===== config.mk =====
export PLATFORM = sky130hd
export DESIGN_NAME = pinned_lru_byte_budget_cache_core
export DESIGN_NICKNAME = d
export VERILOG_FILES = /design/src/rtl/plbc_pkg.sv /design/src/rtl/plbc_mem.sv /design/src/rtl/pinned_lru_byte_budget_cache_core.sv
export SDC_FILE = /design/constraint.sdc
export NUM_CORES = 2
export LEC_CHECK = 0
export ABC_CLOCK_PERIOD_IN_PS = 5700
export BUFFER_PORTS_ARGS = -buffer_cell sky130_fd_sc_hd__clkbuf_2
export CAP_MARGIN = 30
export CORE_UTILIZATION = 61
export CTS_CLUSTER_DIAMETER = 80
export DETAILED_ROUTE_END_ITERATION = 7
export PLACE_DENSITY_LB_ADDON = 0.05
export SLEW_MARGIN = 5
export SYNTH_ARGS = -nofsm -noshare
export SYNTH_HDL_FRONTEND = slang
export SYNTH_SLANG_ARGS = --single-unit
export TNS_END_PERCENT = 50

===== constraint.sdc =====
create_clock -name clk -period 5.7 [get_ports clk]
set_input_delay 1.14 -clock clk [delete_from_list [all_inputs] [get_ports clk]]
set_output_delay 1.14 -clock clk [all_outputs]
set_load 0.02 [all_outputs]

===== src/rtl/plbc_pkg.sv =====
// Package with shared codes, state type and defaults for the pinned LRU byte-budget cache.
`timescale 1ns / 1ps
`default_nettype none

package plbc_pkg;

    // Defaults for the top-level parameters
    localparam int DEF_ENTRIES   = 16;
    localparam int DEF_LOCK_BITS = 8;

    // Byte budget after reset: 40 MiB
    localparam logic [30:0] DEFAULT_LIMIT = 31'(40 * 1024 * 1024);

    // Operation codes
    localparam logic [3:0] OP_INSERT = 4'd0;
    localparam logic [3:0] OP_TOUCH  = 4'd1;
    localparam logic [3:0] OP_LOCK   = 4'd2;
    localparam logic [3:0] OP_UNLOCK = 4'd3;
    localparam logic [3:0] OP_REMOVE = 4'd4;
    localparam logic [3:0] OP_FLUSH  = 4'd5;
    localparam logic [3:0] OP_TRIM   = 4'd6;
    localparam logic [3:0] OP_DIRTY  = 4'd7;
    localparam logic [3:0] OP_CLEAN  = 4'd8;

    // Status codes
    localparam logic [2:0] ST_OK        = 3'd0;
    localparam logic [2:0] ST_ABSENT    = 3'd1;
    localparam logic [2:0] ST_PRESENT   = 3'd2;
    localparam logic [2:0] ST_UNDERFLOW = 3'd3;
    localparam logic [2:0] ST_NOFLUSH   = 3'd4;

    // Sequencer states
    typedef enum logic [3:0] {
        S_IDLE,
        S_DECODE,
        S_CHECK,
        S_SCAN,
        S_DEC,
        S_EVOUT,
        S_WRNEW,
        S_INSFIN,
        S_FINAL
    } state_t;

endpackage

`default_nettype wire


===== src/rtl/plbc_mem.sv =====
// Entry record memory: one write port, one registered read port.
`timescale 1ns / 1ps
`default_nettype none

module plbc_mem #(
    parameter int DEPTH = 16,
    parameter int WIDTH = 44
) (
    input  wire logic                     clk,
    input  wire logic [$clog2(DEPTH)-1:0] raddr,
    output logic      [WIDTH-1:0]         rdata,
    input  wire logic                     we,
    input  wire logic [$clog2(DEPTH)-1:0] waddr,
    input  wire logic [WIDTH-1:0]         wdata
);

    logic [WIDTH-1:0] mem [DEPTH];

    // Write the addressed entry
    always_ff @(posedge clk)
    begin
        if (we)
        begin
            mem[waddr] <= wdata;
        end
    end

    // Registered read
    always_ff @(posedge clk)
    begin
        rdata <= mem[raddr];
    end

endmodule

`default_nettype wire


===== src/rtl/pinned_lru_byte_budget_cache_core.sv =====
// Top level: sequencer, present bits, byte total and result register of the cache controller.
//
//  channel | signals                                          | handshake
//  --------+--------------------------------------------------+-------------------
//  input   | op, entry, size_bytes                            | in_valid / in_ready
//  result  | evicted_valid, evicted_entry, evicted_dirty,     | out_valid / out_ready
//          | status, used_bytes, last                         |
//  config  | cfg_wdata (cache_limit)                          | cfg_we, no wait
//
// Touch, lock and remove add a rank sweep over all entries. Each eviction costs a victim
// scan and a rank sweep, set by the single read port of the entry memory. Reset clears
// the present bits, the count, the byte total and restores the 40 MiB limit; the memory
// needs no clearing. A stalled result word holds the sequencer at its next emit step.
`timescale 1ns / 1ps
`default_nettype none

module pinned_lru_byte_budget_cache_core #(
    parameter int ENTRIES   = plbc_pkg::DEF_ENTRIES,
    parameter int LOCK_BITS = plbc_pkg::DEF_LOCK_BITS
) (
    input  wire logic        clk,
    input  wire logic        rst_n,
    input  wire logic        cfg_we,
    input  wire logic [30:0] cfg_wdata,
    input  wire logic        in_valid,
    output logic             in_ready,
    input  wire logic [3:0]  op,
    input  wire logic [3:0]  entry,
    input  wire logic [30:0] size_bytes,
    output logic             out_valid,
    input  wire logic        out_ready,
    output logic             evicted_valid,
    output logic [3:0]       evicted_entry,
    output logic             evicted_dirty,
    output logic [2:0]       status,
    output logic [34:0]      used_bytes,
    output logic             last
);

    import plbc_pkg::*;

    localparam int IW = $clog2(ENTRIES);
    localparam int CW = $clog2(ENTRIES + 1);

    typedef struct packed {
        logic [30:0]          size;
        logic [LOCK_BITS-1:0] locks;
        logic                 modified;
        logic [IW-1:0]        rank;
    } rec_t;

    localparam int RW = $bits(rec_t);

    state_t state_reg, state_next;

    logic [30:0]        limit_reg;
    logic [34:0]        used_reg;
    logic [ENTRIES-1:0] present_reg;
    logic [CW-1:0]      count_reg;

    logic [3:0]  op_reg;
    logic [3:0]  entry_reg;
    logic [30:0] size_reg;
    logic [2:0]  st_reg;
    logic        df_reg;
    logic        drop_reg;
    rec_t        rec_reg;

    logic [CW-1:0] ptr_reg;
    logic          pend_reg;
    logic [IW-1:0] paddr_reg;
    logic          best_v_reg;
    logic [IW-1:0] vic_idx_reg;
    logic [IW-1:0] vic_rank_reg;
    logic [30:0]   vic_size_reg;
    logic          vic_mod_reg;

    logic        out_valid_reg;
    logic        ev_valid_reg;
    logic [3:0]  ev_entry_reg;
    logic        ev_dirty_reg;
    logic [2:0]  status_reg;
    logic [34:0] used_out_reg;
    logic        last_reg;

    logic [IW-1:0] raddr;
    logic [RW-1:0] rdata_raw;
    rec_t          rdata;
    logic          mem_we;
    logic [IW-1:0] mem_waddr;
    rec_t          mem_wdata;

    logic [IW-1:0] e_idx;
    logic          in_range;
    logic          e_present;
    logic          over;
    logic          sweep_done;
    logic          out_free;
    logic          emit_ev;
    logic          emit_fin;
    logic          scan_hit;

    plbc_mem #(
        .DEPTH (ENTRIES),
        .WIDTH (RW)
    ) u_mem (
        .clk   (clk),
        .raddr (raddr),
        .rdata (rdata_raw),
        .we    (mem_we),
        .waddr (mem_waddr),
        .wdata (mem_wdata)
    );

    assign rdata = rec_t'(rdata_raw);

    // Decode helpers
    assign e_idx      = IW'(entry_reg);
    assign in_range   = (32'(entry_reg) < ENTRIES);
    assign e_present  = in_range && present_reg[e_idx];
    assign over       = (used_reg > 35'(limit_reg));
    assign sweep_done = (ptr_reg == CW'(ENTRIES)) && !pend_reg;
    assign out_free   = !out_valid_reg || out_ready;
    assign scan_hit   = pend_reg && present_reg[paddr_reg] && (rdata.locks == '0) &&
                        (!best_v_reg || (rdata.rank < vic_rank_reg));

    // Next state
    always_comb
    begin
        state_next = state_reg;
        unique case (state_reg)
            S_IDLE:
            begin
                if (in_valid)
                begin
                    state_next = S_DECODE;
                end
            end
            S_DECODE:
            begin
                if (op_reg > OP_CLEAN)
                begin
                    state_next = S_FINAL;
                end
                else if (op_reg == OP_FLUSH)
                begin
                    state_next = S_SCAN;
                end
                else if (op_reg == OP_TRIM)
                begin
                    state_next = S_CHECK;
                end
                else if (!in_range)
                begin
                    state_next = S_FINAL;
                end
                else if (op_reg == OP_INSERT)
                begin
                    state_next = e_present ? S_FINAL : S_CHECK;
                end
                else if (!e_present)
                begin
                    state_next = S_FINAL;
                end
                else if (op_reg == OP_TOUCH || op_reg == OP_LOCK || op_reg == OP_REMOVE)
                begin
                    state_next = S_DEC;
                end
                else
                begin
                    state_next = S_FINAL;
                end
            end
            S_CHECK:
            begin
                if (over)
                begin
                    state_next = S_SCAN;
                end
                else if (op_reg == OP_INSERT)
                begin
                    state_next = S_INSFIN;
                end
                else
                begin
                    state_next = S_FINAL;
                end
            end
            S_SCAN:
            begin
                if (sweep_done)
                begin
                    if (best_v_reg)
                    begin
                        state_next = S_DEC;
                    end
                    else if (op_reg == OP_INSERT)
                    begin
                        state_next = S_INSFIN;
                    end
                    else
                    begin
                        state_next = S_FINAL;
                    end
                end
            end
            S_DEC:
            begin
                if (sweep_done)
                begin
                    if (op_reg == OP_TOUCH || op_reg == OP_LOCK)
                    begin
                        state_next = S_WRNEW;
                    end
                    else if (op_reg == OP_REMOVE)
                    begin
                        state_next = S_FINAL;
                    end
                    else
                    begin
                        state_next = S_EVOUT;
                    end
                end
            end
            S_EVOUT:
            begin
                if (out_free)
                begin
                    state_next = (op_reg == OP_FLUSH) ? S_FINAL : S_CHECK;
                end
            end
            S_WRNEW:  state_next = S_FINAL;
            S_INSFIN: state_next = S_FINAL;
            S_FINAL:
            begin
                if (out_free)
                begin
                    state_next = S_IDLE;
                end
            end
            default:  state_next = S_IDLE;
        endcase
    end

    // Outputs of the sequencer: memory port and result emits
    always_comb
    begin
        in_ready  = 1'b0;
        raddr     = ptr_reg[IW-1:0];
        mem_we    = 1'b0;
        mem_waddr = e_idx;
        mem_wdata = rdata;
        emit_ev   = 1'b0;
        emit_fin  = 1'b0;
        unique case (state_reg)
            S_IDLE:
            begin
                in_ready = 1'b1;
                raddr    = IW'(entry);
            end
            S_DECODE:
            begin
                if (e_present)
                begin
                    case (op_reg)
                        OP_UNLOCK:
                        begin
                            mem_we          = (rdata.locks != '0);
                            mem_wdata.locks = rdata.locks - 1'b1;
                        end
                        OP_DIRTY:
                        begin
                            mem_we             = 1'b1;
                            mem_wdata.modified = 1'b1;
                        end
                        OP_CLEAN:
                        begin
                            mem_we             = 1'b1;
                            mem_wdata.modified = 1'b0;
                        end
                        default: mem_we = 1'b0;
                    endcase
                end
            end
            S_DEC:
            begin
                mem_waddr      = paddr_reg;
                mem_wdata.rank = rdata.rank - 1'b1;
                mem_we         = pend_reg && present_reg[paddr_reg] &&
                                 (rdata.rank > vic_rank_reg);
            end
            S_WRNEW:
            begin
                mem_we         = 1'b1;
                mem_wdata      = rec_reg;
                mem_wdata.rank = IW'(count_reg - 1'b1);
            end
            S_INSFIN:
            begin
                mem_we             = 1'b1;
                mem_wdata.size     = size_reg;
                mem_wdata.locks    = '0;
                mem_wdata.modified = 1'b0;
                mem_wdata.rank     = IW'(count_reg);
            end
            S_EVOUT:  emit_ev  = out_free;
            S_FINAL:  emit_fin = out_free;
            default:  mem_we   = 1'b0;
        endcase
    end

    // Sequencer and control state
    always_ff @(posedge clk or negedge rst_n)
    begin
        if (!rst_n)
        begin
            state_reg   <= S_IDLE;
            limit_reg   <= DEFAULT_LIMIT;
            used_reg    <= '0;
            present_reg <= '0;
            count_reg   <= '0;
            pend_reg    <= 1'b0;
            ptr_reg     <= '0;
            best_v_reg  <= 1'b0;
            out_valid_reg <= 1'b0;
        end
        else
        begin
            state_reg <= state_next;

            // Take a new limit
            if (cfg_we)
            begin
                limit_reg <= cfg_wdata;
            end

            // Add the new entry's bytes
            if (state_reg == S_DECODE && op_reg == OP_INSERT && in_range && !e_present)
            begin
                used_reg <= used_reg + 35'(size_reg);
            end

            // Drop the victim once its rank sweep is done
            if (state_reg == S_DEC && sweep_done && drop_reg)
            begin
                present_reg[vic_idx_reg] <= 1'b0;
                used_reg                 <= used_reg - 35'(vic_size_reg);
                count_reg                <= count_reg - 1'b1;
            end

            // Mark the inserted entry present
            if (state_reg == S_INSFIN)
            begin
                present_reg[e_idx] <= 1'b1;
                count_reg          <= count_reg + 1'b1;
            end

            // Start or advance a sweep
            if (state_next != state_reg && (state_next == S_SCAN || state_next == S_DEC))
            begin
                ptr_reg  <= '0;
                pend_reg <= 1'b0;
                if (state_next == S_SCAN)
                begin
                    best_v_reg <= 1'b0;
                end
            end
            else if (state_reg == S_SCAN || state_reg == S_DEC)
            begin
                if (ptr_reg != CW'(ENTRIES))
                begin
                    ptr_reg  <= ptr_reg + 1'b1;
                    pend_reg <= 1'b1;
                end
                else
                begin
                    pend_reg <= 1'b0;
                end
                if (state_reg == S_SCAN && scan_hit)
                begin
                    best_v_reg <= 1'b1;
                end
            end

            // Hold or release the result word
            if (emit_ev || emit_fin)
            begin
                out_valid_reg <= 1'b1;
            end
            else if (out_ready)
            begin
                out_valid_reg <= 1'b0;
            end
        end
    end

    // Payload registers
    always_ff @(posedge clk)
    begin
        if (state_reg == S_IDLE && in_valid)
        begin
            op_reg    <= op;
            entry_reg <= entry;
            size_reg  <= size_bytes;
        end

        if (state_reg == S_SCAN || state_reg == S_DEC)
        begin
            paddr_reg <= ptr_reg[IW-1:0];
        end

        // Capture the named entry and settle the status word
        if (state_reg == S_DECODE)
        begin
            rec_reg <= rdata;
            if (op_reg == OP_LOCK && rdata.locks != '1)
            begin
                rec_reg.locks <= rdata.locks + 1'b1;
            end
            vic_idx_reg  <= e_idx;
            vic_rank_reg <= rdata.rank;
            vic_size_reg <= rdata.size;
            drop_reg     <= (op_reg == OP_REMOVE);
            df_reg       <= (op_reg == OP_CLEAN) && e_present && rdata.modified;
            if (op_reg > OP_CLEAN || op_reg == OP_FLUSH || op_reg == OP_TRIM)
            begin
                st_reg <= ST_OK;
            end
            else if (!e_present && op_reg != OP_INSERT)
            begin
                st_reg <= ST_ABSENT;
            end
            else if (op_reg == OP_INSERT)
            begin
                st_reg <= !in_range ? ST_ABSENT : (e_present ? ST_PRESENT : ST_OK);
            end
            else if (op_reg == OP_UNLOCK && rdata.locks == '0)
            begin
                st_reg <= ST_UNDERFLOW;
            end
            else
            begin
                st_reg <= ST_OK;
            end
        end

        // Track the oldest unlocked entry
        if (state_reg == S_SCAN)
        begin
            if (scan_hit)
            begin
                vic_idx_reg  <= paddr_reg;
                vic_rank_reg <= rdata.rank;
                vic_size_reg <= rdata.size;
                vic_mod_reg  <= rdata.modified;
            end
            if (sweep_done)
            begin
                drop_reg <= 1'b1;
                // An insert that runs out of victims still ends ok
                if (!best_v_reg && op_reg != OP_INSERT)
                begin
                    st_reg <= ST_NOFLUSH;
                end
            end
        end

        // Load the result word
        if (emit_ev)
        begin
            ev_valid_reg <= 1'b1;
            ev_entry_reg <= 4'(vic_idx_reg);
            ev_dirty_reg <= vic_mod_reg;
            status_reg   <= ST_OK;
            used_out_reg <= used_reg;
            last_reg     <= 1'b0;
        end
        else if (emit_fin)
        begin
            ev_valid_reg <= 1'b0;
            ev_entry_reg <= entry_reg;
            ev_dirty_reg <= df_reg;
            status_reg   <= st_reg;
            used_out_reg <= used_reg;
            last_reg     <= 1'b1;
        end
    end

    assign out_valid     = out_valid_reg;
    assign evicted_valid = ev_valid_reg;
    assign evicted_entry = ev_entry_reg;
    assign evicted_dirty = ev_dirty_reg;
    assign status        = status_reg;
    assign used_bytes    = used_out_reg;
    assign last          = last_reg;

    // Present count tracks the present bits
    a_count_matches: assert property (@(posedge clk) disable iff (!rst_n)
        count_reg == CW'($countones(present_reg)))
        else $error("present count out of step with present bits");

    // Eviction words always carry ok status and are never last
    a_evict_word: assert property (@(posedge clk) disable iff (!rst_n)
        (out_valid && evicted_valid) |-> (status == ST_OK && !last))
        else $error("eviction word with bad status or last");

    // A victim is only dropped after a scan found one
    a_victim_found: assert property (@(posedge clk) disable iff (!rst_n)
        (state_reg == S_SCAN && sweep_done && state_next == S_DEC) |-> best_v_reg)
        else $error("rank sweep started without a victim");

    // Memory writes in the sweep only touch present entries
    a_sweep_write: assert property (@(posedge clk) disable iff (!rst_n)
        (state_reg == S_DEC && mem_we) |-> present_reg[mem_waddr])
        else $error("rank sweep wrote an absent entry");

endmodule

`default_nettype wire


==> results.yml <==
worst_setup_path:
  r2r_start: "size_reg[8]$_DFFE_PP_"
  crit_type: "flop to flop"
  r2r_end: "used_reg[33]$_DFFE_PN0P_"
  rr_worst_depth: 15
  rrSetupSlack_ps: 510
  critical_path_buf_inv_count: 0
  slowest_stage: "or4_1"
  path_max_fanout: 6
  crit_chain: "or4_1 -> nor3_1 -> nand4_1 -> or2_2 -> o41a_1 -> o31a_1 -> ha_1 -> a21oi_1 -> o21ai_0 -> a221oi_1 -> o21ai_0 -> nor4bb_1 -> nor3_1 -> o31a_1 -> o31ai_1"
  start_kind: "flop"
  max_stage_delay_ps: 550
  cp_top_family: "simple AND/OR/NAND/NOR gates"
  arrival_ps: 5740
  cp.required_ps: 6250
  crit_path_end_kind: "flop"
pwr:
  ir_drop_mv: 0.455
  total_power_mw: 26.2
  p_leak_nw: 17.3
  power_density_nw_per_um2: 545
cts:
  cts_root_buf: "clkbuf_16"
  insertion_delay_ps: 670
  post-cts-setup-buffers: 0
  clkSinkCount: 1019
  cts_buffers: 101
  cts_resized: 0
  cts_hold_buf: 0
  cts_max_level: 3
  cts_tree: "done"
  cts.clk_slew.worst_paths_ps: 60
  cts_max_path_buffers: 3
placed_design:
  io_buffers: 121
  dp.final_hpwl_um: 61500
  gp_congestion: 0.884
global_routing:
  grt_overflow_total: 0
  grt_pass1_wl_um: 150000
  antenna_found_initial: 2
  grt_max_degree: 101
  grt_pass1_vias: 24407
  grt.total_usage_pct: 28.8
worst_hold_path:
  min_path_type: "flop to flop"
  hold_start: "st_reg[2]$_DFF_P_"
  hold_depth: 2
  holdPathEnd: "st_reg[2]$_DFF_P_"
sta:
  min_period_ps: 5190
  post-route-period-util_pct: 91.0
  tns_ps: 0
  max_freq_mhz: 193
  maxSlewViolCount: 0
  rsz0062_at_grt: "false"
  hold_ws_ps: 451
  fin_skew_ps: 45.4
  final_hold_viol_count: 0
  setup_viol: 0
  relSlewSlack_pct: 33.2
  worst_slew_pin_slew_ps: 1000
logic_synthesis:
  yosysUniqueCellTypes: 85
  synth.top_cells.by_area: "edfxtp_1 59%, mux4_2 9.7%, dfrtp_1 5.7%"
  synthesis.instances: 2730
  synth-seq-area-share_pct: 68.9
  synth_largest_area_cell: "edfxtp_1"
  synth_fp_nets: 2883
  syn_area_um2: 42400
  ys.flop_type: "edfxtp_1"
  async_flop_share_pct: 9.62
  synth_top_area_share_pct: 58.8
  synth_edf_count: 829
  yosys_register_bits: 1019
  syn_area_per_cell_um2: 15.5
  yosysWarnings: 0
route:
  first_pass_iters: 8
  via_per_inst: 6.26
  routed_wl_um: 100000
  wl_per_cell_um: 25.4
  num_vias: 24686
  first_iter_violations: 2517
  drc_errors: 0
  final_antenna_net_count: 0
cells_and_area:
  num-nets-final: 3080
  syn2layout_area_growth_pct: 13.7
  drive_above_1_share_pct: 21.0
  fill_cells: 4519
  largest_register_ffs: 704
run_status:
  status: "finished clean"
floorplan:
  die_w_um: 266
  ioPinCount: 122
  fp.dieH_um: 266
  start_util_pct: 61.7
  coreArea_um2: 68700
  dieArea_um2: 70500
  rows: 96
job:
  drv_cap: 0
==> metal layers <==
metal | global-route usage [%] | part of all wire (%) | vias up
met5 | 0 | 0 | -
met4 | 8.08 | 2.3 | 0
met3 | 5.34 | 8.5 | 152
met2 | 45.2 | 47 | 1115
met1 | 41.7 | 42 | 12461
li1 | - | - | 10958
==> Yosys cell counts (all sizes together) (40+ instances only) <==
| library cell | number |
|---|---|
| buf | 40 |
| o21ai | 179 |
| dfxtp | 92 |
| edfxtp | 829 |
| a31oi | 60 |
| nand2 | 304 |
| a211oi | 53 |
| clkbuf | 93 |
| mux4 | 185 |
| a21oi | 75 |
| ha | 77 |
| mux2i | 40 |
| nor2 | 111 |
| inv | 71 |
| and2 | 46 |
| dfrtp | 96 |
==> cell usage in the layout (no fill, tap or decap), types with 25 or more instances in the layout <==
| cell | instances |
|---|---|
| a211oi_1 | 53 |
| o21ai_0 | 177 |
| buf_4 | 88 |
| mux4_2 | 183 |
| edfxtp_1 | 829 |
| mux2i_1 | 38 |
| dfxtp_1 | 92 |
| nand3_1 | 25 |
| nand2b_1 | 25 |
| inv_1 | 67 |
| a31oi_1 | 60 |
| xor2_1 | 36 |
| dfrtp_1 | 95 |
| nand2_1 | 302 |
| a21oi_1 | 72 |
| clkbuf_16 | 103 |
| nor3_1 | 36 |
| ha_1 | 77 |
| nor2_1 | 92 |
| clkbuf_2 | 120 |
| xnor2_1 | 33 |
| clkbuf_1 | 25 |
| and2_1 | 46 |
==> worst register-to-register path, stage by stage (launching register included) <==
cell	delay [ps]
edfxtp_1	470
or4_1	550
nor3_1	210
nand4_1	320
or2_2	420
o41a_1	320
o31a_1	250
ha_1	360
a21oi_1	160
o21ai_0	210
a221oi_1	430
o21ai_0	220
nor4bb_1	470
nor3_1	150
o31a_1	300
o31ai_1	230
==> logic make-up after synthesis <==
group	share of synthesized area [%]
AND/OR/NAND/NOR	7.03
multiplexers	11.8
buffers and inverters	1.94
XOR/XNOR	1.43
AO/OA/AOI/OAI	6.58
flip-flops	68.9
adder cells (fa/ha/maj)	2.32
==> through the flow <==
| stage | worst slack, ps | utilization, % | cells | cell area (um^2) |
|---|---|---|---|---|
| after floorplan | 1310 | - | 2730 | 42400 |
| after global placement | 711 | 64.9 | 3740 | 44600 |
| after detailed placement | 557 | 65.0 | 3746 | 44600 |
| after CTS | 529 | 69.9 | 3934 | 48000 |
| after global routing | 47.8 | 70.1 | 3943 | 48200 |
| final | 514 | 70.1 | 3944 | 48200 |
==> worst max-delay path by stage <==
stage                                 from                  endpoint  depth (start not counted)
finish               size_reg[8]$_DFFE_PP_  used_reg[33]$_DFFE_PN0P_                         15
global route        ptr_reg[0]$_DFFE_PN0P_  used_reg[30]$_DFFE_PN0P_                         17
CTS                  size_reg[8]$_DFFE_PP_  used_reg[33]$_DFFE_PN0P_                         15
detailed placement  ptr_reg[0]$_DFFE_PN0P_  used_reg[33]$_DFFE_PN0P_                         16
global placement     size_reg[8]$_DFFE_PP_  used_reg[33]$_DFFE_PN0P_                         15
floorplan           ptr_reg[0]$_DFFE_PN0P_  used_reg[32]$_DFFE_PN0P_                         21
==> final cells by class <==
type / instances / area [um^2] / share of cell area (%)
flip-flops and latches: 1019 / 29200 / 60.6
clock buffers: 133 / 2740 / 5.69
multi-input cells: 1507 / 12500 / 26.0
inverters: 71 / 267 / 0.553
repair buffers: 227 / 1640 / 3.40
diodes: 1 / 2.50 / 0.00519
well taps: 931 / 1160 / 2.42
clock inverters: 55 / 632 / 1.31
==> power breakdown <==
group	total, mW	leakage (nW)	internal, mW	switching (mW)
clock network	6.66	1.64	3.86	2.80
logic	8.85	6.09	3.69	5.16
registers	10.7	9.53	9.92	0.810
total	26.2	17.3	17.5	8.77
Note: power is estimated with default switching activity, not from simulation.
